`src/rtl/csc_pkg.sv`:
```
// Shared types and constants of the class separation scorer.
`timescale 1ns / 1ps

package csc_pkg;

	localparam int VALUE_BITS    = 16;
	localparam int COV_BITS      = 32;
	localparam int MASK_BITS     = 4;
	localparam int CNT_OUT_BITS  = 13;
	localparam int Q16_BITS      = 17;
	localparam int CFG_IDX_BITS  = 1;
	localparam int CFG_DATA_BITS = 32;
	localparam int QUEUE_DEPTH   = 4;
	localparam int QPTR_BITS     = $clog2(QUEUE_DEPTH);
	localparam int DIV_NUM_BITS  = 64;
	localparam int DIV_DEN_BITS  = 32;

	localparam logic [CFG_IDX_BITS-1:0] REG_BASE_MASK    = 1'b0;
	localparam logic [CFG_IDX_BITS-1:0] REG_MIN_COVERAGE = 1'b1;

	localparam logic [1:0] MARK_PAIRED   = 2'd0;
	localparam logic [1:0] MARK_UNPAIRED = 2'd1;
	localparam logic [1:0] MARK_UNKNOWN  = 2'd2;
	localparam logic [1:0] MARK_SPARE    = 2'd3;

	localparam logic [2:0] BASE_A         = 3'd0;
	localparam logic [2:0] BASE_C         = 3'd1;
	localparam logic [2:0] BASE_G         = 3'd2;
	localparam logic [2:0] BASE_U         = 3'd3;
	localparam logic [2:0] BASE_OTHER_LO  = 3'd4;
	localparam logic [2:0] BASE_OTHER_HI  = 3'd7;
	localparam logic [2:0] BASE_LAST_ACGU = 3'd3;

	typedef struct packed {
		logic signed [VALUE_BITS-1:0] value;
		logic                         value_finite;
		logic [COV_BITS-1:0]          coverage;
		logic [1:0]                   mark_class;
		logic [2:0]                   base_code;
		logic                         last;
	} in_item_t;

	typedef struct packed {
		logic                         scored;
		logic [CNT_OUT_BITS-1:0]      paired_count;
		logic [CNT_OUT_BITS-1:0]      unpaired_count;
		logic [Q16_BITS-1:0]          auroc;
		logic [Q16_BITS-1:0]          auprc;
		logic signed [VALUE_BITS-1:0] avg_paired;
		logic signed [VALUE_BITS-1:0] avg_unpaired;
	} out_item_t;

	typedef struct packed {
		logic                         open;
		logic signed [VALUE_BITS-1:0] value;
	} point_t;

	typedef struct packed {
		logic   keep;
		logic   last;
		point_t pt;
	} cmd_t;

	typedef struct packed {
		logic                    start;
		logic [DIV_NUM_BITS-1:0] num;
		logic [DIV_DEN_BITS-1:0] den;
	} div_req_t;

	typedef struct packed {
		logic                    done;
		logic [DIV_NUM_BITS-1:0] quo;
	} div_rsp_t;

	typedef enum logic [4:0] {
		ST_LOAD,
		ST_DECIDE,
		ST_MSETUP,
		ST_MRD,
		ST_MWR,
		ST_RUP,
		ST_EUP,
		ST_AFIN1,
		ST_AFIN2,
		ST_AFIN3,
		ST_ADIV,
		ST_AWAIT,
		ST_RDN,
		ST_EDN,
		ST_HDIV,
		ST_HWAIT,
		ST_PDIV,
		ST_PWAIT,
		ST_MPDIV,
		ST_MPWAIT,
		ST_MUDIV,
		ST_MUWAIT,
		ST_EMIT
	} back_state_t;

endpackage

```
`src/rtl/csc_div.sv`:
```
// Shared restoring divider, one quotient bit per cycle.
`timescale 1ns / 1ps

module csc_div (
	input  logic              clk,
	input  logic              arst_n,
	input  csc_pkg::div_req_t req,
	output csc_pkg::div_rsp_t rsp
);

	localparam int NW   = csc_pkg::DIV_NUM_BITS;
	localparam int DW   = csc_pkg::DIV_DEN_BITS;
	localparam int CNTW = $clog2(NW + 1);

	logic            busy_q;
	logic            done_q;
	logic [CNTW-1:0] cnt_q;
	logic [DW-1:0]   rem_q;
	logic [NW-1:0]   quo_q;
	logic [DW-1:0]   den_q;
	logic [DW:0]     rem_sh;
	logic [DW+1:0]   diff;
	logic            ge;

	always_comb begin
		rem_sh = {rem_q, quo_q[NW-1]};
		diff   = {1'b0, rem_sh} - {2'b00, den_q};
		ge     = !diff[DW+1];
	end

	always_ff @(posedge clk or negedge arst_n) begin
		if (!arst_n) begin
			busy_q <= 1'b0;
			done_q <= 1'b0;
			cnt_q  <= '0;
		end else begin
			done_q <= 1'b0;
			if (req.start) begin
				busy_q <= 1'b1;
				cnt_q  <= CNTW'(NW);
			end else if (busy_q) begin
				cnt_q <= cnt_q - 1'b1;
				if (cnt_q == CNTW'(1)) begin
					busy_q <= 1'b0;
					done_q <= 1'b1;
				end
			end
		end
	end

	always_ff @(posedge clk) begin
		if (req.start) begin
			rem_q <= '0;
			quo_q <= req.num;
			den_q <= req.den;
		end else if (busy_q) begin
			rem_q <= ge ? diff[DW-1:0] : rem_sh[DW-1:0];
			quo_q <= {quo_q[NW-2:0], ge};
		end
	end

	assign rsp.done = done_q;
	assign rsp.quo  = quo_q;

endmodule

```
`config.mk`:
```
export PLATFORM = sky130hd
export DESIGN_NAME = csc_div
export DESIGN_NICKNAME = d
export VERILOG_FILES = /design/src/rtl/csc_pkg.sv /design/src/rtl/csc_div.sv
export SDC_FILE = /design/constraint.sdc
export NUM_CORES = 1
export LEC_CHECK = 0
export BUFFER_PORTS_ARGS = -buffer_cell sky130_fd_sc_hd__buf_2
export CORE_UTILIZATION = 25
export DETAILED_ROUTE_END_ITERATION = 8
export GPL_TIMING_DRIVEN = 1
export PLACE_DENSITY_LB_ADDON = 0.05
export SLEW_MARGIN = 20
export SYNTH_ARGS = -nofsm -noshare
export SYNTH_HDL_FRONTEND = slang
export SYNTH_SLANG_ARGS = --single-unit
```
`constraint.sdc`:
```
create_clock -name clk -period 4 [get_ports clk]
set_clock_uncertainty 0.05 [all_clocks]
set_input_delay 0.6 -clock clk [delete_from_list [all_inputs] [get_ports clk]]
set_output_delay 0.6 -clock clk [all_outputs]
set_load 0.05 [all_outputs]
```
==> results.toml, run 1 <==
[clock_tree]
path_clk_slew_ns = 0.07
clk_latency_ns = 0.43
clock_path_buffers = 2
clock_sinks = 137
cts_tree = "done"
cts-resized-gates = 0
numCtsBuffers = 17
root_buffer = "clkbuf_16"
htreeDepth = 4

[drt]
initialDrtViolationCount = 239
drtAntennaViolNets = 0
routed_wl_mm = 19.3
wl_per_cell_um = 15.8
viasPerCell = 4.57
drc_errors = 0
dr_total_vias = 5561
drtPass1Iterations = 4

[worst_hold_path]
hp-class = "input pin to flip-flop"
holdPathEnd = "den_q[28]"
hold_start = "req[28]"
hold_depth = 1

[yosys]
async_reset_ff_share_pct = 6.57
synth-seq-cells = 137
synth_ff_type = "edfxtp_1"
seq_area_frac_synth_pct = 50.5
synth_warnings = 0
synth_area_um2 = 7420
synthCells = 660
synth_edf_count = 96
synth_nets = 794
avgSynthCellArea_um2 = 11.2
yosysUniqueCellTypes = 70

[pwr]
swShare_pct = 39.7
ir_drop_uv = 289
p_per_area_nw_per_um2 = 677
pwr-share-comb_pct = 41.5
leakage_nw = 3.89
clockPowerShare_pct = 25.8
total_power_w = 0.00624
power_frac_seq_pct = 32.7
p_int_w = 0.00376
power.switching_w = 0.00248

[floorplan]
ios = 164
die_w_um = 174
design.core.area_um2 = 28900
initial_core_util_pct = 25.7
die_area_um2 = 30400
die-height_um = 174
rows = 62

[timing]
hold_viol = 0
fmaxAchievable_mhz = 308
tightest_slew_ns = 0.865
rsz0062_at_grt = "false"
tns_ns = 0
setup_viol = 0
whs_ns = 0.294
fin_crit_sh_pct = 81.2
post-route-min-period_ns = 3.25
slew_viol_final = 0
slew_headroom_pct = 42.4

[critical_path]
cp_max_fo = 5
arrival_ns = 3.55
critical_path_class = "flip-flop to flip-flop"
critical_path.endpoint_type = "flip-flop"
reg2reg_depth = 12
crit_required_ns = 4.30
r2r_setup_slack_ns = 0.75
reg2reg_from = "quo_q[63]"
r2r_end = "rem_q[26]"
start_kind = "flip-flop"

[global_route]
grt_usage_pct = 13.3
grt_pass1_vias = 6058
grt_pass1_wl_mm = 31.6
overflow = 0
antenna_found_initial = 4
grt_max_degree = 77

[final_layout]
final_common_cell = "buf_2"
antenna_cells = 0
areaGrowthSynthToFinish_pct = 24.2
final_cell_mix = "162 x buf_2, 96 x edfxtp_1, 64 x mux2_2"
nFillCells = 3009
drive_above_1_share_pct = 33.4
nets = 954

[job]
max_cap_violations = 0

[placed_design]
gp_congestion = 0.779
dp_hpwl_mm = 13.7
io_buffers = 163

[run_status]
status = "finished clean"
worst max-delay path, cell delays in order (launching register included):
cell and delay (ns):
edfxtp_1 0.38, inv_1 0.09, ha_1 0.16, inv_1 0.05, fa_1 0.42, a211oi_1 0.32
nor2_1 0.12, o31ai_1 0.48, o41ai_2 0.24, a211oi_1 0.45, o21bai_1 0.11, a21bo_2 0.22
o21ai_1 0.10
state kept, by name (all words and copies together), names as in the netlist:
register  cells
quo_q        64
den_q        32
rem_q        32
cnt_q         7
busy_q        1
done_q        1
repair_timing:
item	4_1_cts	5_1_grt
endpoints found under the setup margin	0	0
setup buffers	0	0
hold buffers	1	0
endpoints found under the hold margin	9	0
synthesized netlist by cell type (all sizes together), types with 13 or more instances:
cell,number,area (µm²)
a211oi,17,138
dfxtp,32,641
mux2i,14,140
nand2,51,191
clkbuf,20,75.1
edfxtp,96,2880
xnor2,19,166
a311oi,13,114
a21oi,32,160
ha,34,425
inv,49,184
nor2,53,201
o21ai,34,170
mux2,64,721
final cells by class:
cell class	instances	area, µm²	area share, %
clock buffer	17	425	4.61
tap	384	480	5.21
timing repair buffer	171	893	9.69
inverter	49	184	1.99
multi-input combinational	444	3330	36.1
clock inverter	15	164	1.78
sequential	137	3750	40.6
metal layers:
metal / GRT usage [%] / up-vias / wire length, µm
met2: 21.6 / 138 / 8960
met4: 4.42 / 4 / 212
met1: 16.0 / 2635 / 8690
met5: 0 / - / 28
met3: 5.12 / 15 / 1380
li1: - / 2769 / -
cell families after synthesis:
logic type / Yosys count / share of synthesized area (%)
AO/OA/AOI/OAI: 155 / 15.0
AND/OR/NAND/NOR: 148 / 8.95
flip-flops: 137 / 50.5
buffers and inverters: 79 / 4.70
multiplexers: 78 / 11.6
adder cells (fa/ha/maj): 35 / 6.00
XOR/XNOR: 28 / 3.30
power by group through the flow:
stage	clock, W	combinational (W)	sequential (W)
floorplan	0	0.00175	0.00237
global placement	0	0.00263	0.00207
detailed placement	0	0.00262	0.00207
CTS	0.00168	0.00262	0.00205
global route	0.00173	0.00288	0.00209
finish	0.00161	0.00259	0.00204
stage by stage:
step                      area [µm²]  std cells  utilization, %  setup slack (ns)
after global routing            9220       1217            31.9             0.436
after CTS                       9220       1217            31.9             0.749
after global placement          8620       1184            29.8             0.850
final                           9220       1217            31.9             0.752
after floorplan                 7420        660               -             0.953
after detailed placement        8620       1184            29.8             0.756
how the worst max path moves through the flow:
stage / to / from / depth (start not counted) / slack (ns)
3_5_place_dp: rem_q[26] / quo_q[63] / 12 / 0.76
6_report: rem_q[26] / quo_q[63] / 12 / 0.75
2_1_floorplan: rem_q[26] / quo_q[63] / 12 / 0.95
4_1_cts: rem_q[26] / quo_q[63] / 12 / 0.75
3_3_place_gp: rem_q[26] / quo_q[63] / 12 / 0.85
5_1_grt: rem_q[26] / quo_q[63] / 12 / 0.44
No activity file was read; power rests on OpenSTA's default activity.
==> run 2, diff against run 1 <==
Clock period 4 ns to 2.7 ns, I/O delays scaled along.
==> run 2 against run 1 <==
Against the previous run: routed wire length grew 12%; first-iteration DRC count grew 26%; sequential power grew 49%; count of clock-buffer cells in the layout grew 1; critical path type unchanged; critical endpoint is now rem_q[22]; cell area grew 13%; combinational power grew 110%; setup slack lost 0.74 ns; maximum frequency grew 21%; largest cell class unchanged.
==> results.toml, run 2 (synthesis results as in run 1) <==
[global_route]
grt_max_degree = 92
grt_pass1_wl_mm = 33.6
overflow = 0
grt_pass1_vias = 6345
antenna_found_initial = 2
grt_usage_pct = 14.2

[worst_hold_path]
hp-class = "input pin to flip-flop"
hold_depth = 1

[placed_design]
postPlaceCellArea_um2 = 9320
pre_cts_slack_ns = -0.188
gp_congestion = 0.781
dp_hpwl_mm = 14.9
io_buffers = 163

[floorplan]
die-height_um = 174
die_area_um2 = 30400
design.core.area_um2 = 28900
ios = 164
initial_core_util_pct = 25.7
die_w_um = 174
rows = 62

[final_layout]
fin_area_um2 = 10500
areaGrowthSynthToFinish_pct = 40.8
largest_reg_flops = 64
nFillCells = 2918
antenna_cells = 0
top_regs = "quo_q (64), den_q (32), rem_q (32)"
top_register = "quo_q"
final_cell_mix = "162 x buf_2, 100 x buf_4, 96 x edfxtp_1"
final_common_cell = "buf_2"
nets = 1057
drive_above_1_share_pct = 47.2
utilization_pct = 36.1

[clock_tree]
path_clk_slew_ns = 0.07
cts_tree = "done"
numCtsBuffers = 17
clock_sinks = 137
root_buffer = "clkbuf_16"
clock_path_buffers = 2
clk_latency_ns = 0.43
htreeDepth = 4

[timing]
rsz0062_at_grt = "true"
hold_viol = 0
tightest_slew_ns = 0.586
tns_ns = 0
setup_slack_ns = 0.00801
slew_headroom_pct = 60.9
post-route-min-period_ns = 2.69
fin_crit_sh_pct = 99.7
fmaxAchievable_mhz = 371
setup_viol = 0
slew_viol_final = 0

[critical_path]
critPathMaxStageDelay_ns = 0.39
cp_max_fo = 5
crit_required_ns = 2.95
critical_path.endpoint_type = "flip-flop"
slowest_stage = "edfxtp_1"
arrival_ns = 2.94
critical_path_class = "flip-flop to flip-flop"
r2r_setup_slack_ns = 0.008
reg2reg_depth = 12
crit_chain = "inv_2 -> ha_4 -> inv_2 -> fa_2 -> a211oi_4 -> nor2_4 -> o31ai_4 -> o41ai_4 -> a211oi_2 -> xnor2_1 -> mux2i_1 -> o21ai_1"
start_kind = "flip-flop"
cp_common_cell = "inv_2"

[pwr]
leakage_nw = 4.47
ir_drop_uv = 455
total_power_w = 0.0108
p_per_area_nw_per_um2 = 1030

[drt]
dr_total_vias = 6086
routed_wl_mm = 21.5
drtAntennaViolNets = 0
viasPerCell = 4.61
initialDrtViolationCount = 300
wl_per_cell_um = 16.3
drc_errors = 0
drtPass1Iterations = 4

[run_status]
status = "finished clean"

[job]
max_cap_violations = 0
## run 2: cell count changes in the layout (fill, tap and decap cells not counted), sizes merged
cell,before,now
buf,170,269
clkinv,3,2
inv,55,56
clkinvlp,4,2
or2,2,5
clkbuf,17,19
## run 2: per-layer routing
metal	vias up	wire (µm)	track usage (%)	part of all wire, %
met3	17	1570	4.88	7.3
met1	2911	9540	17.5	44
met5	-	17	0	0.079
li1	2985	-	-	-
met2	171	10100	23.3	47
met4	2	252	4.35	1.2
## run 2: power by group
part | switching [W] | internal, W
Combinational | 0.00290 | 0.00247
Clock | 0.00102 | 0.00138
Sequential | 0.000313 | 0.00273
## run 2: worst max-delay path, delay by kind of cell, from the launching register on
family / cells / cell delay [ns]
AND/OR/NAND/NOR: 1 / 0.07
adder cells (fa/ha/maj): 2 / 0.50
AO/OA/AOI/OAI: 5 / 1.14
multiplexers: 1 / 0.17
XOR/XNOR: 1 / 0.12
flip-flops: 1 / 0.39
buffers and inverters: 2 / 0.13
## run 2: layout make-up
| cell class | count | area (µm²) | share of cell area (%) |
|---|---|---|---|
| multi-input cells | 447 | 3750 | 35.8 |
| repair buffers | 271 | 1710 | 16.4 |
| well taps | 384 | 480 | 4.60 |
| flip-flops and latches | 137 | 3750 | 35.9 |
| clock inverters | 13 | 156 | 1.50 |
| inverters | 49 | 184 | 1.76 |
| clock buffers | 18 | 429 | 4.10 |
## run 2: per-stage QoR
stage / hold WS (ns) / instances
after CTS: 0.0744 / 1311
final: 0.0986 / 1319
after detailed placement: 0.227 / 1269
after global placement: 0.219 / 1269
after floorplan: 0.0594 / 660
after global routing: 0.0775 / 1319
## run 2: worst paths after layout
path / from / end
worst min register to register: rem_q[16] / rem_q[16]
worst min-delay path: req[10] / den_q[10]
max in group asynchronous: arst_n / done_q
min in group asynchronous: arst_n / cnt_q[0]
worst max-delay path: quo_q[63] / rem_q[22]
worst max register to register: quo_q[63] / rem_q[22]
## run 2: repair_timing
item	4_1_cts	5_1_grt
cloned	2	2
pin swaps	11	25
hold buffers	1	0
hold endpoints to repair	9	0
endpoints found under the setup margin	30	32
gates resized for setup	28	49
setup buffers	8	7
