===== config.mk =====
export PLATFORM = sky130hd
export DESIGN_NAME = csc_queue
export DESIGN_NICKNAME = d
export VERILOG_FILES = /design/src/rtl/csc_pkg.sv /design/src/rtl/csc_queue.sv
export SDC_FILE = /design/constraint.sdc
export NUM_CORES = 1
export LEC_CHECK = 0
export ABC_AREA = 1
export BUFFER_PORTS_ARGS = -buffer_cell sky130_fd_sc_hd__buf_2
export CAP_MARGIN = 20
export CORE_MARGIN = 2
export CORE_UTILIZATION = 40
export CTS_CLUSTER_SIZE = 30
export DETAILED_ROUTE_END_ITERATION = 12
export SKIP_LAST_GASP = 1
export SLEW_MARGIN = 10
export SYNTH_ARGS = -nofsm -noshare
export SYNTH_HDL_FRONTEND = slang
export SYNTH_SLANG_ARGS = --single-unit

===== constraint.sdc =====
create_clock -name clk -period 1.8 [get_ports clk]
set_input_delay 0.18 -clock clk [delete_from_list [all_inputs] [get_ports clk]]
set_output_delay 0.18 -clock clk [all_outputs]
set_load 0.05 [all_outputs]

===== src/rtl/csc_pkg.sv =====
// Shared types and constants of the class separation scorer.
`timescale 1ns / 1ps

package csc_pkg;

	localparam int VALUE_BITS    = 16;
	localparam int COV_BITS      = 32;
	localparam int MASK_BITS     = 4;
	localparam int CNT_OUT_BITS  = 13;
	localparam int Q16_BITS      = 17;
	localparam int CFG_IDX_BITS  = 1;
	localparam int CFG_DATA_BITS = 32;
	localparam int QUEUE_DEPTH   = 4;
	localparam int QPTR_BITS     = $clog2(QUEUE_DEPTH);
	localparam int DIV_NUM_BITS  = 64;
	localparam int DIV_DEN_BITS  = 32;

	localparam logic [CFG_IDX_BITS-1:0] REG_BASE_MASK    = 1'b0;
	localparam logic [CFG_IDX_BITS-1:0] REG_MIN_COVERAGE = 1'b1;

	localparam logic [1:0] MARK_PAIRED   = 2'd0;
	localparam logic [1:0] MARK_UNPAIRED = 2'd1;
	localparam logic [1:0] MARK_UNKNOWN  = 2'd2;
	localparam logic [1:0] MARK_SPARE    = 2'd3;

	localparam logic [2:0] BASE_A         = 3'd0;
	localparam logic [2:0] BASE_C         = 3'd1;
	localparam logic [2:0] BASE_G         = 3'd2;
	localparam logic [2:0] BASE_U         = 3'd3;
	localparam logic [2:0] BASE_OTHER_LO  = 3'd4;
	localparam logic [2:0] BASE_OTHER_HI  = 3'd7;
	localparam logic [2:0] BASE_LAST_ACGU = 3'd3;

	typedef struct packed {
		logic signed [VALUE_BITS-1:0] value;
		logic                         value_finite;
		logic [COV_BITS-1:0]          coverage;
		logic [1:0]                   mark_class;
		logic [2:0]                   base_code;
		logic                         last;
	} in_item_t;

	typedef struct packed {
		logic                         scored;
		logic [CNT_OUT_BITS-1:0]      paired_count;
		logic [CNT_OUT_BITS-1:0]      unpaired_count;
		logic [Q16_BITS-1:0]          auroc;
		logic [Q16_BITS-1:0]          auprc;
		logic signed [VALUE_BITS-1:0] avg_paired;
		logic signed [VALUE_BITS-1:0] avg_unpaired;
	} out_item_t;

	typedef struct packed {
		logic                         open;
		logic signed [VALUE_BITS-1:0] value;
	} point_t;

	typedef struct packed {
		logic   keep;
		logic   last;
		point_t pt;
	} cmd_t;

	typedef struct packed {
		logic                    start;
		logic [DIV_NUM_BITS-1:0] num;
		logic [DIV_DEN_BITS-1:0] den;
	} div_req_t;

	typedef struct packed {
		logic                    done;
		logic [DIV_NUM_BITS-1:0] quo;
	} div_rsp_t;

	typedef enum logic [4:0] {
		ST_LOAD,
		ST_DECIDE,
		ST_MSETUP,
		ST_MRD,
		ST_MWR,
		ST_RUP,
		ST_EUP,
		ST_AFIN1,
		ST_AFIN2,
		ST_AFIN3,
		ST_ADIV,
		ST_AWAIT,
		ST_RDN,
		ST_EDN,
		ST_HDIV,
		ST_HWAIT,
		ST_PDIV,
		ST_PWAIT,
		ST_MPDIV,
		ST_MPWAIT,
		ST_MUDIV,
		ST_MUWAIT,
		ST_EMIT
	} back_state_t;

endpackage


===== src/rtl/csc_queue.sv =====
// Short transaction queue between the front end and the scoring engine.
`timescale 1ns / 1ps

module csc_queue (
	input  logic          clk,
	input  logic          arst_n,
	input  logic          push,
	input  csc_pkg::cmd_t push_cmd,
	output logic          full,
	input  logic          pop,
	output csc_pkg::cmd_t head,
	output logic          empty
);

	csc_pkg::cmd_t                    entries_q [csc_pkg::QUEUE_DEPTH];
	logic [csc_pkg::QPTR_BITS-1:0]    wr_ptr_q;
	logic [csc_pkg::QPTR_BITS-1:0]    rd_ptr_q;
	logic [csc_pkg::QPTR_BITS:0]      count_q;

	assign full  = (count_q == (csc_pkg::QPTR_BITS+1)'(csc_pkg::QUEUE_DEPTH));
	assign empty = (count_q == '0);
	assign head  = entries_q[rd_ptr_q];

	always_ff @(posedge clk) begin
		if (push) begin
			entries_q[wr_ptr_q] <= push_cmd;
		end
	end

	always_ff @(posedge clk or negedge arst_n) begin
		if (!arst_n) begin
			wr_ptr_q <= '0;
			rd_ptr_q <= '0;
			count_q  <= '0;
		end else begin
			if (push) begin
				wr_ptr_q <= wr_ptr_q + 1'b1;
			end
			if (pop) begin
				rd_ptr_q <= rd_ptr_q + 1'b1;
			end
			case ({push, pop})
				2'b10:   count_q <= count_q + 1'b1;
				2'b01:   count_q <= count_q - 1'b1;
				default: ;
			endcase
		end
	end

endmodule


==> out/qor.csv, run 1 <==
metric;value;unit
asr flop ratio synth;8.434;%
Final Non-Filler Cells;432;
die area;9670;um^2
synthesis-stage register bit count;83;
fin crit share;93.61;%
P_int;3.986;mW
total inserted antenna cells;0;
Seq pwr share;37.1;%
Net Sw Frac;45.11;%
Hold Path Class;input port to flip-flop;
Area Overhead vs Synth;14.38;%
status;finished clean;
unrepaired setup endpoints after global routing;no;
First DRT Iteration DRCs;114;
most frequent cells in the layout;edfxtp_1, nand2_1, inv_1, buf_2;
Worst slew margin;79.44;%
Via Count;1986;
worst vdd ir;0.0008289;V
MaxCap Viol Count;0;
Syn Std Cell Area;3560;um^2
Combinational Power Share;48.1;%
dpl cells;417;
Least-Margin Pin Slew;308.4;ps
Post-synth EDFFs;76;
initial core utilization;41.02;%
largest area contributor in the netlist;edfxtp_1;
Port Buffers;43;
GR Util All Layers;13.12;%
Clock Skew;5.996;ps
total wire length;5.794;mm
Avg Inst Size Synth;13.14;um^2
sequential share of the synthesized area;69.03;%
Synth area leaders;edfxtp_1, nand2_1, o211ai_2;
power per cell area;1783;nW/um^2
clk sinks;83;
switching power;3.276;mW
GPL Wtd Cong;0.7147;
Tmin final;1685;ps
crit path max fanout;42;
CTS clk-pin slew, worst paths;70;ps
Post-Syn Instances;271;
share of layout cells above drive strength 1;25.93;%
Root Buffer;clkbuf_8;
clk buf depth;2;
Fmax;593.5;MHz
Layout Utilization;46.91;%
Critical Path Sink Type;output port;
IO Pins;44;
first-pass GRT wire length;9.611;mm
CTS buffer count;9;
core area;8678;um^2
htree depth;3;
drc violations;0;
Final Hold Slack;47.40;ps
WP data required;1620;ps
critical path arrival;1500;ps
Clk network pwr share;14.8;%
cell row count;34;
Antenna Nets Post-Route;0;
setup TNS;0;ps
vias in the first global route;2011;
final hold vios;0;
post-synthesis cell type count;19;
syn_nets;300;
initial antenna violation count;0;
Yosys top cell area share;64.11;%
Final setup violation count;0;
largest net degree at the start of global routing;43;
first drt pass iteration count;6;
post-DR wirelength/cell;13.41;um
Layout fillers;795;
chip height;98.34;um
CTS tree;yes;
critical path launch point type;flip-flop;
Most used DFF post-synth;edfxtp_1;
Chip Width;98.34;um
clk_lat worst skew;340;ps
Static Leak;1.721;nW
layout net count;350;
R2R Setup Slk;440;ps
HPWL after DPL;3.508;mm
most common cell after layout, fill and taps aside;edfxtp_1;
max-slew violation count;0;
crit path kind;flip-flop to output port;
Vias/cell;4.597;
Overflow after GRT;0;
Yosys warning count;0;
-- cell families after synthesis --
family / Yosys count / synth area share [%]
and+or+nand+nor: 72 / 7.768
buffers and inverters: 66 / 8.928
xor gates and xnor gates: 4 / 0.9844
adders and majority gates: 6 / 2.320
AOI/OAI and AO/OA: 40 / 10.97
DFF: 83 / 69.03
-- registers in the layout, summed over array words and instances (netlist names) --
| name | flops |
|---|---|
| rd_ptr_q | 2 |
| wr_ptr_q | 2 |
| count_q | 3 |
| entries_q | 76 |
-- through the flow --
stage	cell area (um^2)	power (mW)	setup WS, ps
final	4071	7.261	115.1
after global routing	4071	7.720	1.392
after CTS	4065	7.348	41.74
after detailed placement	3906	6.269	388.4
after global placement	3906	6.227	440.6
after floorplan	3560	5.533	121.6
-- synthesized netlist by cell type (2+ instances only) --
cell type   n
nand2_1    68
ha_1        5
inv_1      52
nor3_1      2
buf_12      3
dfrtp_1     7
o21ai_0     2
o211ai_2   19
o211ai_1   19
xor2_1      3
buf_2       8
edfxtp_1   76
-- worst paths after layout --
check	from	endpoint	depth (start not counted)
setup / recovery	rd_ptr_q[0]$_DFFE_PN0P_	head[17]	5
hold / removal	push_cmd[14]	entries_q[3][14]$_DFFE_PP_	1
setup reg to reg	wr_ptr_q[1]$_DFFE_PN0P_	entries_q[1][10]$_DFFE_PP_	5
hold reg to reg	count_q[2]$_DFFE_PN0P_	count_q[2]$_DFFE_PN0P_	2
max in group asynchronous	arst_n	rd_ptr_q[0]$_DFFE_PN0P_	2
min in group asynchronous	arst_n	count_q[0]$_DFFE_PN0P_	2
-- worst max-delay path: stages, from the launching register on --
cell,delay [ps]
dfrtp_2,440
buf_12,190
nand2_1,80
o211ai_1,100
nand2_1,90
buf_2,260
-- power groups by stage --
| stage | Combinational, mW | Sequential (mW) | Clock (mW) |
|---|---|---|---|
| 4_1_cts | 3.54 | 2.70 | 1.11 |
| 6_report | 3.49 | 2.69 | 1.07 |
| 3_5_place_dp | 3.53 | 2.74 | 0 |
| 2_1_floorplan | 2.84 | 2.70 | 0 |
| 3_3_place_gp | 3.50 | 2.73 | 0 |
| 5_1_grt | 3.79 | 2.74 | 1.19 |
-- what timing repair did --
action	CTS	global route
setup endpoints to repair	0	14
buffers inserted	0	0
endpoints found under the hold margin	7	0
resized for setup	0	2
hold buffers	1	0
-- metal layers --
metal / global-route usage, % / part of all wire (%) / vias to the layer above
met5: 0 / 0 / -
li1: - / - / 1016
met4: 6.849 / 1.8 / 0
met3: 3.722 / 4.3 / 8
met2: 22.14 / 50 / 38
met1: 15.22 / 44 / 924
-- layout make-up --
type / count / area (um^2) / share of cell area (%)
clock buffer: 11 / 131.4 / 3.227
clock inverter: 3 / 17.52 / 0.4302
inverter: 52 / 195.2 / 4.794
multi-input combinational: 122 / 784.5 / 19.27
sequential: 83 / 2459 / 60.39
tap: 108 / 135.1 / 3.319
timing repair buffer: 53 / 349.1 / 8.574
(Power assumes the default switching activity.)
==> inputs of run 2 (changes only) <==
ABC_AREA = unset   (was 1)
==> out/qor.csv, run 2 <==
metric;value;unit;change
status;finished with violations;;
failing checks;setup timing;;
clk sinks;83;;unchanged
Avg Inst Size Synth;23.27;um^2;+77%
MaxCap Viol Count;0;;unchanged
Static Leak;1.422;nW;-17%
first-pass GRT wire length;8.542;mm;-11%
Antenna Nets Post-Route;0;;unchanged
Most flops, register;entries_q;;
Multi-input gate area;625.6;um^2;-20%
Vias/cell;4.776;;+3.9%
initial core utilization;40.87;%;-0.15 points
final hold vios;0;;unchanged
CTS clk-pin slew, worst paths;90;ps;+20 ps
Post-Syn Instances;135;;-50%
htree depth;3;;unchanged
layer with the highest usage;met2;;
simple-gate share of the synthesized area;1.513;%;-6.3 points
Global Route met3 Usage;4.068;%;+0.35 points
register area;2459;um^2;unchanged
Post-synth EDFFs;76;;unchanged
most common cell after layout, fill and taps aside;edfxtp_1;;
most frequent cells in the layout;edfxtp_1, buf_2, mux4_2, buf_6, buf_4;;
post-synthesis cell type count;18;;-1
total wire length;5.274;mm;-9.0%
Yosys warning count;0;;unchanged
synthesis-stage register bit count;83;;unchanged
largest net degree at the start of global routing;16;;-63%
crit path kind;flip-flop to output port;;
top cells by count, synth;edfxtp_1, mux4_2, dfrtp_1;;
sequential share of the synthesized area;78.22;%;+9.2 points
First DRT Iteration DRCs;49;;-57%
Hold Path Class;input port to flip-flop;;
most frequent cell after synthesis;edfxtp_1;;
Worst slew margin;83.48;%;+4.0 points
WP data required;1620;ps;about the same
first drt pass iteration count;4;;-2
power per cell area;1824;nW/um^2;+2.3%
critical path launch point type;flip-flop;;
Layout fillers;661;;-17%
HPWL after DPL;3.675;mm;+4.8%
total inserted antenna cells;0;;unchanged
largest family of logic cells by synthesized area;multiplexers;;
crit path max fanout;5;;-88%
met2 Use GR;22.81;%;+0.68 points
clk buf depth;2;;unchanged
CTS buffer count;9;;unchanged
GPL Wtd Cong;0.6808;;-4.7%
Tmin final;1837;ps;+152.0 ps
Final setup violation count;19;;+19
synthesized-area fraction occupied by adder cells;2.628;%;+0.31 points
setup TNS;-386.5;ps;-386.5 ps
Synth area leaders;edfxtp_1, mux4_2, dfrtp_1;;
layout net count;230;;-34%
Largest register FFs;76;;unchanged
largest area contributor in the netlist;edfxtp_1;;
CTS tree;yes;;
cell row count;32;;-5.9%
syn_nets;164;;-45%
Clock Skew;10.49;ps;+4.491 ps
Chip Width;92.63;um;-5.8%
Most used DFF post-synth;edfxtp_1;;
unrepaired setup endpoints after global routing;yes;;
share of layout cells above drive strength 1;45.63;%;+20 points
clk_lat worst skew;350;ps;about the same
post-DR wirelength/cell;17.12;um;+28%
worst vdd ir;0.0009122;V;+10%
Setup WS post-layout;-36.91;ps;-152.0 ps
fin crit share;102.1;%;+8.4 points
Least-Margin Pin Slew;249.5;ps;-58.90 ps
max-slew violation count;0;;unchanged
Fmax;544.4;MHz;-8.3%
Compound-Gate Fraction of Synth Area;0.1593;%;-11 points
Root Buffer;clkbuf_8;;
Syn Std Cell Area;3142;um^2;-12%
Layout Utilization;50.81;%;+3.9 points
IO Pins;44;;unchanged
Area Overhead vs Synth;24.33;%;
Port Buffers;43;;unchanged
Overflow after GRT;0;;unchanged
chip height;92.63;um;-5.8%
initial antenna violation count;0;;unchanged
Critical Path Sink Type;output port;;
critical path arrival;1660;ps;+160 ps
core area;7687;um^2;-11%
multiplexer area fraction after synthesis;14.06;%;+14 points
drc violations;0;;unchanged
vias in the first global route;1650;;-18%
Yosys top cell area share;72.64;%;+8.5 points
pre-CTS WS;254.2;ps;-134.2 ps
asr flop ratio synth;8.434;%;unchanged
GR Util met1;16.89;%;+1.7 points
xor/xnor cell area share of the yosys netlist;1.673;%;+0.69 points
top flop regs;entries_q x76, count_q x3;;
GR Util All Layers;13.70;%;+0.58 points
Via Count;1471;;-26%
die area;8579;um^2;-11%
[run 2: changes by cell type after synthesis, moves of 3 or more]
| cell | before | now |
|---|---|---|
| o211ai_1 | 19 | 0 |
| buf_2 | 8 | 2 |
| mux4_2 | 0 | 18 |
| o211ai_2 | 19 | 0 |
| and2_1 | 0 | 4 |
| nand2_1 | 68 | 2 |
| inv_1 | 52 | 6 |
| buf_12 | 3 | 0 |
[run 2: cell families after synthesis]
logic type / after synthesis
AOI/OAI and AO/OA: 1
xor gates and xnor gates: 6
adders and majority gates: 6
buffers and inverters: 10
DFF: 83
muxes: 20
and+or+nand+nor: 9
[run 2: worst paths after layout]
| kind | startpoint | endpoint | slack [ps] | cells after the start |
|---|---|---|---|---|
| min reg2reg | count_q[0]$_DFFE_PN0P_ | count_q[0]$_DFFE_PN0P_ | 520 | 1 |
| max | rd_ptr_q[0]$_DFFE_PN0P_ | head[18] | -40 | 3 |
| max reg2reg | count_q[0]$_DFFE_PN0P_ | count_q[2]$_DFFE_PN0P_ | 350 | 5 |
| max in group asynchronous | arst_n | rd_ptr_q[0]$_DFFE_PN0P_ | 1440 | 2 |
| min | push_cmd[12] | entries_q[0][12]$_DFFE_PP_ | 40 | 1 |
| min in group asynchronous | arst_n | count_q[1]$_DFFE_PN0P_ | 190 | 2 |
[run 2: cell type report]
cell class              count  area share [%]
well taps                 102           3.267
multi-input cells          42           16.02
inverters                   6          0.5766
clock inverters             7           1.313
repair buffers             59           12.72
flip-flops and latches     83           62.94
clock buffers               9           3.171
[run 2: worst max-delay path, cell delays in order (launching register included)]
cell,delay [ps]
dfrtp_2,460
buf_6,160
mux4_2,520
buf_6,170
[run 2: what timing repair did]
action | 4_1_cts | 5_1_grt
endpoints found under the setup margin | 19 | 19
pin swaps | 0 | 0
gates cloned | 1 | 0
setup buffers | 1 | 0
gates resized for setup | 45 | 3
hold buffers | 1 | 0
hold endpoints to repair | 7 | 0
[run 2: power by group]
part	leakage, nW	switching, mW	total, mW	internal, mW
Sequential	0.779	0.151	2.69	2.54
Combinational	0.557	1.91	3.26	1.35
Clock	0.0860	0.663	1.17	0.507
Total	1.42	2.73	7.13	4.40
[run 2: through the flow]
step | cells | power, mW | cell area (um^2) | hold slack, ps
after detailed placement | 289 | 5.500 | 3550 | 22.37
after global placement | 289 | 5.417 | 3550 | 15.73
final | 308 | 7.126 | 3906 | 42.68
after CTS | 308 | 7.231 | 3901 | 27.70
after floorplan | 135 | 4.814 | 3142 | -115.6
after global routing | 308 | 7.458 | 3906 | 32.23
[run 2: metal layers]
metal,vias to the layer above,share of wire [%]
li1,673,-
met1,747,43
met2,42,51
met3,9,4.6
met4,0,1.4
met5,-,0
