===== src/rtl/csc_pkg.sv =====
// Shared types and constants of the class separation scorer.
`timescale 1ns / 1ps

package csc_pkg;

	localparam int VALUE_BITS    = 16;
	localparam int COV_BITS      = 32;
	localparam int MASK_BITS     = 4;
	localparam int CNT_OUT_BITS  = 13;
	localparam int Q16_BITS      = 17;
	localparam int CFG_IDX_BITS  = 1;
	localparam int CFG_DATA_BITS = 32;
	localparam int QUEUE_DEPTH   = 4;
	localparam int QPTR_BITS     = $clog2(QUEUE_DEPTH);
	localparam int DIV_NUM_BITS  = 64;
	localparam int DIV_DEN_BITS  = 32;

	localparam logic [CFG_IDX_BITS-1:0] REG_BASE_MASK    = 1'b0;
	localparam logic [CFG_IDX_BITS-1:0] REG_MIN_COVERAGE = 1'b1;

	localparam logic [1:0] MARK_PAIRED   = 2'd0;
	localparam logic [1:0] MARK_UNPAIRED = 2'd1;
	localparam logic [1:0] MARK_UNKNOWN  = 2'd2;
	localparam logic [1:0] MARK_SPARE    = 2'd3;

	localparam logic [2:0] BASE_A         = 3'd0;
	localparam logic [2:0] BASE_C         = 3'd1;
	localparam logic [2:0] BASE_G         = 3'd2;
	localparam logic [2:0] BASE_U         = 3'd3;
	localparam logic [2:0] BASE_OTHER_LO  = 3'd4;
	localparam logic [2:0] BASE_OTHER_HI  = 3'd7;
	localparam logic [2:0] BASE_LAST_ACGU = 3'd3;

	typedef struct packed {
		logic signed [VALUE_BITS-1:0] value;
		logic                         value_finite;
		logic [COV_BITS-1:0]          coverage;
		logic [1:0]                   mark_class;
		logic [2:0]                   base_code;
		logic                         last;
	} in_item_t;

	typedef struct packed {
		logic                         scored;
		logic [CNT_OUT_BITS-1:0]      paired_count;
		logic [CNT_OUT_BITS-1:0]      unpaired_count;
		logic [Q16_BITS-1:0]          auroc;
		logic [Q16_BITS-1:0]          auprc;
		logic signed [VALUE_BITS-1:0] avg_paired;
		logic signed [VALUE_BITS-1:0] avg_unpaired;
	} out_item_t;

	typedef struct packed {
		logic                         open;
		logic signed [VALUE_BITS-1:0] value;
	} point_t;

	typedef struct packed {
		logic   keep;
		logic   last;
		point_t pt;
	} cmd_t;

	typedef struct packed {
		logic                    start;
		logic [DIV_NUM_BITS-1:0] num;
		logic [DIV_DEN_BITS-1:0] den;
	} div_req_t;

	typedef struct packed {
		logic                    done;
		logic [DIV_NUM_BITS-1:0] quo;
	} div_rsp_t;

	typedef enum logic [4:0] {
		ST_LOAD,
		ST_DECIDE,
		ST_MSETUP,
		ST_MRD,
		ST_MWR,
		ST_RUP,
		ST_EUP,
		ST_AFIN1,
		ST_AFIN2,
		ST_AFIN3,
		ST_ADIV,
		ST_AWAIT,
		ST_RDN,
		ST_EDN,
		ST_HDIV,
		ST_HWAIT,
		ST_PDIV,
		ST_PWAIT,
		ST_MPDIV,
		ST_MPWAIT,
		ST_MUDIV,
		ST_MUWAIT,
		ST_EMIT
	} back_state_t;

endpackage


===== src/rtl/csc_front.sv =====
// Front end: configuration registers and position filter.
`timescale 1ns / 1ps

module csc_front (
	input  logic                                  clk,
	input  logic                                  arst_n,
	input  logic                                  in_valid,
	output logic                                  in_stall,
	input  csc_pkg::in_item_t                     in_item,
	input  logic                                  cfg_we,
	input  logic [csc_pkg::CFG_IDX_BITS-1:0]      cfg_index,
	input  logic [csc_pkg::CFG_DATA_BITS-1:0]     cfg_data,
	input  logic                                  q_full,
	output logic                                  push,
	output csc_pkg::cmd_t                         push_cmd
);

	logic [csc_pkg::MASK_BITS-1:0] base_mask_q;
	logic [csc_pkg::COV_BITS-1:0]  min_cov_q;
	logic                          mark_ok;
	logic                          base_ok;

	always_ff @(posedge clk or negedge arst_n) begin
		if (!arst_n) begin
			base_mask_q <= {csc_pkg::MASK_BITS{1'b1}};
			min_cov_q   <= '0;
		end else if (cfg_we) begin
			case (cfg_index)
				csc_pkg::REG_BASE_MASK:    base_mask_q <= cfg_data[csc_pkg::MASK_BITS-1:0];
				csc_pkg::REG_MIN_COVERAGE: min_cov_q   <= cfg_data[csc_pkg::COV_BITS-1:0];
				default: ;
			endcase
		end
	end

	always_comb begin
		mark_ok = in_item.mark_class inside {csc_pkg::MARK_PAIRED, csc_pkg::MARK_UNPAIRED};
		base_ok = (in_item.base_code <= csc_pkg::BASE_LAST_ACGU) &&
			base_mask_q[in_item.base_code[1:0]];
		push_cmd.keep     = mark_ok && base_ok && in_item.value_finite &&
			(in_item.coverage >= min_cov_q);
		push_cmd.last     = in_item.last;
		push_cmd.pt.open  = (in_item.mark_class == csc_pkg::MARK_UNPAIRED);
		push_cmd.pt.value = in_item.value;
	end

	assign in_stall = q_full;
	assign push     = in_valid && !q_full;

endmodule


===== config.mk =====
export PLATFORM = sky130hd
export DESIGN_NAME = csc_front
export DESIGN_NICKNAME = d
export VERILOG_FILES = /design/src/rtl/csc_pkg.sv /design/src/rtl/csc_front.sv
export SDC_FILE = /design/constraint.sdc
export NUM_CORES = 1
export LEC_CHECK = 0
export BUFFER_PORTS_ARGS = -buffer_cell sky130_fd_sc_hd__buf_2
export CAP_MARGIN = 25
export CORE_MARGIN = 2
export CORE_UTILIZATION = 46
export DETAILED_ROUTE_END_ITERATION = 16
export PLACE_DENSITY_LB_ADDON = 0.08
export RECOVER_POWER = 100
export SLEW_MARGIN = 25
export SYNTH_ARGS = -nofsm -noshare
export SYNTH_HDL_FRONTEND = slang
export SYNTH_SLANG_ARGS = --single-unit
export TNS_END_PERCENT = 20

===== constraint.sdc =====
create_clock -name clk -period 2 [get_ports clk]
set_clock_uncertainty 0.05 [all_clocks]
set_input_delay 0.2 -clock clk [delete_from_list [all_inputs] [get_ports clk]]
set_output_delay 0.2 -clock clk [all_outputs]
set_load 0.005 [all_outputs]

==> impl_results.md, run 1 <==
- Unrepaired setup endpoints after global routing: true
- Nets: 406
- Tot GR Track Use: between 10% and 20%
- Final setup viols: 1
- Synth unique cells: 32
- H-tree depth: 2
- Fin crit period: 2.182 ns
- Worst-path fanout max: 2
- Peak VDD IR: 0.4040 mV
- Clock-pin slew on the worst setup and hold paths: 0.07 ns
- Synthesized netlist cell count: between 200 and 250
- Layout cells sized above 1: approximately 38%
- Filler instances: 440
- Starting density of the core: 48.39%
- Yosys reg bits: 36
- Initial DRC Count: 33
- Slew @ Worst Pin: 0.8601 ns
- Ant. Diodes: 0
- CTS max path bufs: 2
- Peak Freq: 458.3 MHz
- Status: finished with violations
- Final WL: about 4400 um
- Failing checks: setup timing
- Max_slew headroom: between 40% and 50%
- Commonest non-fill, non-tap cell in the layout: buf_2
- Leak Pwr: 1.484 nW
- First-pass GRT wire length: 7176 um
- Mapped Area: 2316 sq um
- Yosys synthesis warning count: 0
- CTS Buf Count: 5
- Hold/Removal Path Class: in2reg
- Mean Syn Cell Area: 11.08 sq um
- Vias/cell: 4.851
- Die Height: between 70 and 80 um
- Layout Cells excl Fill: 349
- Largest net degree at the start of global routing: 33
- Core area: 4786 sq um
- CP Launch Type: register
- Grt total ovfl: 0
- Initial antenna violation count: 0
- Clock Sinks: 36
- Most frequent cells in the layout: 75 x buf_2, 36 x mux2_1, 32 x inv_1, 32 x dfrtp_1, 29 x ha_1
- Core Rows: 25
- Clk Latency, worst-skew pair: 0.28 ns
- Post-route ant nets: 0
- Max Slew Vio Count: 0
- CTS tree: done
- Dpl cells: 338
- Vias: 1693
- Die footprint: 5618 sq um
- Area grow syn2layout: 23.18%
- Placer Congestion: 0.7107
- CP max stage cell: dfrtp_1
- Pre-Repair DR Iteration Count: 4
- Critical path class: reg2out
- Dpl hpwl: 3555 um
- Required time of the critical path: 1.75 ns
- Top Family by Delay on Critical Path: compound AO/OA/AOI/OAI gates
- IO Pins: 114
- Crit end category: output pin
- Final Core Density: slightly below 60%
- Final hold violations: 0
- Drt drc: 0
- CP bufs+invs: 2
- Die Wd: 74.96 um
- Clock root cell: clkbuf_8
- Final worst path period share: 109.1%
- CP max stage delay: 0.39 ns
- Worst path cell trace: inv_2 > ha_4 > a21o_1 > a221oi_2 > o21ai_1 > a311oi_2 > o21ai_1 > buf_2
- Most frequent CP cell: o21ai_1
- Final worst slack: -0.1820 ns
- Seq/Total Area, Yosys: between 30% and 40%
- PwrDens: 685.1 nW/um^2
- WL/cell: 12.67 um
- Arr. time, crit path: between 1.5 and 2 ns
- MaxCap Viol Count: 0
- Syn nets: about 330
- Vias in the first global route: 1725
- Port Buffers: 79
==> through the flow <==
| step | setup slack [ns] | area (sq um) | setup TNS [ns] | hold slack (ns) | total power (W) |
|---|---|---|---|---|---|
| finish | -0.1820 | 2853 | -0.1820 | 0.07376 | 0.001955 |
| global route | -0.2995 | 2853 | -0.2995 | 0.05366 | 0.002108 |
| CTS | -0.1933 | 2859 | -0.1933 | 0.06551 | 0.001988 |
| detailed placement | -0.1212 | 2675 | -0.1212 | 0.08708 | 0.001395 |
| global placement | -0.1198 | 2675 | -0.1198 | 0.08964 | 0.001383 |
| floorplan | 0.2360 | 2316 | 0 | -0.1456 | 0.001240 |
==> per-layer routing <==
layer / vias to the layer above / GRT usage (%) / wire length, um
li1: 851 / - / -
met1: 772 / 20.95 / 2027
met4: 0 / 6.151 / 84
met2: 54 / 28.46 / 2013
met3: 16 / 5.489 / 296
met5: - / 0 / 0
==> synthesized netlist by cell type <==
master / n / area share, %
ha_1: 32 / 17
o21ai_1: 1 / 0.22
a221oi_1: 2 / 0.76
buf_4: 18 / 5.8
inv_1: 34 / 5.5
nor2_2: 1 / 0.27
nand2_1: 5 / 0.81
nand4_1: 4 / 1.1
nor3_1: 1 / 0.22
nand2b_1: 1 / 0.27
nor2_1: 2 / 0.32
a21oi_1: 8 / 1.7
nand3_1: 2 / 0.43
o211ai_1: 1 / 0.32
a2bb2oi_1: 1 / 0.38
a21o_1: 3 / 0.97
mux4_2: 1 / 0.97
nor2b_1: 3 / 0.81
o21a_1: 1 / 0.32
o221ai_1: 1 / 0.38
and3_4: 1 / 0.49
a211oi_1: 2 / 0.65
nand2_2: 1 / 0.27
dfstp_2: 4 / 4.5
a211o_1: 1 / 0.38
and3_1: 1 / 0.27
a311oi_1: 1 / 0.38
mux2_1: 36 / 18
buf_2: 3 / 0.65
o21ai_0: 3 / 0.65
dfrtp_1: 32 / 35
and4_1: 2 / 0.76
==> flip-flops by register name (all words and copies together) (netlist names) <==
name	flops
base_mask_q	4
min_cov_q	32
==> where the power goes <==
part           switching, W  internal, W
clock              0.000245     0.000281
sequential        0.0000494     0.000844
combinational      0.000245     0.000290
==> layout make-up <==
cell class | instances | area [sq um] | share of cell area (%)
Multi-Input combinational cell | 118 | 1207 | 42.32
Sequential cell | 36 | 905.9 | 31.75
Clock buffer | 8 | 90.09 | 3.158
Tap cell | 67 | 83.83 | 2.939
Timing Repair Buffer | 86 | 437.9 | 15.35
Inverter | 34 | 127.6 | 4.474
==> what timing repair did <==
item,4_1_cts,5_1_grt
hold buffers,1,0
pin swaps,9,0
setup endpoints to repair,1,1
buffers inserted,2,0
hold endpoints to repair,13,0
gates resized for setup,14,1
==> cells by family (layout without fill, tap and decap cells) <==
logic type | count (synthesis) | in the layout | share of synthesized area (%)
AO/OA/AOI/OAI | 25 | 25 | 7.131
adder cells (fa/ha/maj) | 32 | 32 | 17.29
buffers and inverters | 55 | 128 | 11.99
flip-flops | 36 | 36 | 39.11
multiplexers | 37 | 37 | 18.48
AND/OR/NAND/NOR | 24 | 24 | 5.997
==> final timing paths <==
| path | startpoint | end | slack, ns | cells after the start |
|---|---|---|---|---|
| max | min_cov_q[5] | push_cmd[18] | -0.18 | 8 |
| min | cfg_data[25] | min_cov_q[25] | 0.07 | 2 |
| max reg2reg | min_cov_q[13] | min_cov_q[13] | 1.15 | 1 |
| min reg2reg | min_cov_q[12] | min_cov_q[12] | 0.44 | 1 |
| max in group asynchronous | arst_n | base_mask_q[1] | 0.55 | 3 |
| min in group asynchronous | arst_n | min_cov_q[9] | 0.49 | 2 |
No activity file was read; power rests on OpenSTA's default activity.
==> inputs of run 2 (changes only) <==
CORE_UTILIZATION = 40   (was 46)
==> impl_results.md, run 2 (synthesis results as in run 1) <==
- Die Height: 80.09 um (was 74.96 um)
- CP max stage delay: 0.39 ns (about the same)
- Core area: 5540 sq um (was 4786 sq um)
- Unrepaired setup endpoints after global routing: true (unchanged)
- Largest net degree at the start of global routing: 37 (was 33)
- Port Buffers: 79 (unchanged)
- MaxCap Viol Count: 0 (unchanged)
- CTS Buf Count: 5 (unchanged)
- Ant. Diodes: 0 (unchanged)
- Commonest non-fill, non-tap cell in the layout: buf_2 (unchanged)
- Leak Pwr: 1.487 nW (was 1.484 nW)
- Largest register by flop count: min_cov_q (unchanged)
- Worst R2R End: min_cov_q[14] (was min_cov_q[13])
- Most frequent cells in the layout: 75 x buf_2, 36 x mux2_1, 32 x inv_1, 32 x dfrtp_1, 28 x ha_1 (was 75 x buf_2, 36 x mux2_1, 32 x inv_1, 32 x dfrtp_1, 29 x ha_1)
- Final setup viols: 1 (unchanged)
- Pre-Repair DR Iteration Count: 2 (was 4)
- Die Wd: 80.09 um (was 74.96 um)
- Fin crit period: 2.160 ns (was 2.182 ns)
- Peak Freq: 462.9 MHz (was 458.3 MHz)
- Max reg flops: 32 (unchanged)
- Final worst path period share: 108.0% (was 109.1%)
- Worst r2r path cells: 1 (unchanged)
- PwrDens: 683.8 nW/um^2 (was 685.1 nW/um^2)
- Final hold violations: 0 (unchanged)
- Critical path class: reg2out (unchanged)
- Nets: 405 (was 406)
- CTS tree: done (unchanged)
- CTS max path bufs: 2 (unchanged)
- Initial DRC Count: 21 (was 33)
- R2r setup slk: 1.16 ns (was 1.15 ns)
- CP bufs+invs: 2 (unchanged)
- Peak VDD IR: 0.3596 mV (was 0.4040 mV)
- R2R Path Start: min_cov_q[14] (was min_cov_q[13])
- Initial antenna violation count: 0 (unchanged)
- CP max stage cell: dfrtp_1 (unchanged)
- Hold_ws: 0.06930 ns (was 0.07376 ns)
- WL/cell: 12.75 um (was 12.67 um)
- Grt total ovfl: 0 (unchanged)
- Area grow syn2layout: 24.37% (was 23.18%)
- Hold/Removal Path Class: in2reg (unchanged)
- CP Launch Type: register (unchanged)
- IO Pins: 114 (unchanged)
- Vias: 1692 (was 1693)
- Starting density of the core: 41.80% (was 48.39%)
- Max_slew headroom: 39.77% (was 42.66%)
- Largest regs: min_cov_q (32), base_mask_q (4) (unchanged)
- Final WL: 4500 um (was 4421 um)
- Die footprint: 6414 sq um (was 5618 sq um)
- Hold path start: cfg_data[12] (was cfg_data[25])
- Tot GR Track Use: 15.35% (was 17.14%)
- First-pass GRT wire length: 7645 um (was 7176 um)
- Post-route ant nets: 0 (unchanged)
- Failing checks: setup timing (unchanged)
- Arr. time, crit path: 1.91 ns (was 1.93 ns)
- H-tree depth: 2 (unchanged)
- Hold Path Sink: min_cov_q[12] (was min_cov_q[25])
- Worst path cell trace: inv_2 > ha_4 > a21o_1 > a221oi_2 > o21ai_2 > a311oi_2 > o21ai_1 > buf_2 (was inv_2 > ha_4 > a21o_1 > a221oi_2 > o21ai_1 > a311oi_2 > o21ai_1 > buf_2)
- Vias in the first global route: 1756 (was 1725)
- Placer Congestion: 0.6830 (was 0.7107)
- Top Family by Delay on Critical Path: compound AO/OA/AOI/OAI gates (unchanged)
- Clock-pin slew on the worst setup and hold paths: 0.07 ns (about the same)
- WHS Path Cells: 2 (unchanged)
- Core Rows: 27 (was 25)
- Crit end category: output pin (unchanged)
- Clock root cell: clkbuf_8 (unchanged)
- Status: finished with violations (unchanged)
- Clock Sinks: 36 (unchanged)
- Vias/cell: 4.793 (was 4.851)
- Setup tns final: -0.1601 ns (was -0.1820 ns)
- Final worst slack: -0.1601 ns (was -0.1820 ns)
- Dpl hpwl: 3552 um (was 3555 um)
- Layout cells sized above 1: 39.86% (was 37.94%)
- Max Slew Vio Count: 0 (unchanged)
- Slew @ Worst Pin: 0.9034 ns (was 0.8601 ns)
- Drt drc: 0 (unchanged)
- Clk Latency, worst-skew pair: 0.28 ns (about the same)
- Worst-path fanout max: 2 (unchanged)
- Required time of the critical path: 1.75 ns (about the same)
[run 2: cell count changes in the layout (fill, tap and decap cells not counted), sizes merged]
cell / change
clkinv: +2
buf: +1
clkbuf: -4
[run 2: per-layer routing]
metal  vias to the layer above  global-route usage [%]  share of wire, %
met4                         0                   4.915               1.3
met5                         -                       0                 0
met1                       782                   18.85                43
met2                        56                   25.50                46
li1                        844                       -                 -
met3                        10                   4.944               9.1
[run 2: metrics by stage]
stage                     instances  total power [W]  worst slack (ns)  utilization (%)  cell area [sq um]
final                           353         0.001969           -0.1601            51.99               2880
after global routing            353         0.002136           -0.2785            51.99               2880
after CTS                       353         0.002000           -0.1798            51.85               2873
after detailed placement        342         0.001395          -0.09954            48.26               2674
after global placement          342         0.001384          -0.03318            48.26               2674
after floorplan                 209         0.001240            0.2360                -               2316
[run 2: what timing repair did]
item	CTS	global route
pin swaps	13	3
hold endpoints to repair	32	0
hold buffers	1	0
gates resized for setup	14	4
endpoints found under the setup margin	1	1
buffers inserted	2	0
[run 2: final cells by class]
cell class / count / area (sq um)
Clock buffer: 6 / 82.58
Clock inverter: 2 / 10.01
Fill cell: 532 / 2660
Inverter: 34 / 127.6
Multi-Input combinational cell: 118 / 1231
Sequential cell: 36 / 905.9
Tap cell: 72 / 90.09
Timing Repair Buffer: 85 / 432.9
[run 2: power by group]
group | switching, W | leakage, nW | internal, W
sequential | 0.0000495 | 0.418 | 0.000844
combinational | 0.000249 | 1.02 | 0.000293
clock | 0.000259 | 0.0510 | 0.000275
[run 2: how the worst max path moves through the flow]
stage	start	endpoint	slack, ns	cells past startpoint
floorplan	min_cov_q[5]	push_cmd[18]	0.24	7
global placement	min_cov_q[5]	push_cmd[18]	-0.03	8
detailed placement	min_cov_q[5]	push_cmd[18]	-0.1	8
CTS	min_cov_q[13]	push_cmd[18]	-0.18	8
global route	min_cov_q[5]	push_cmd[18]	-0.28	8
finish	min_cov_q[5]	push_cmd[18]	-0.16	8
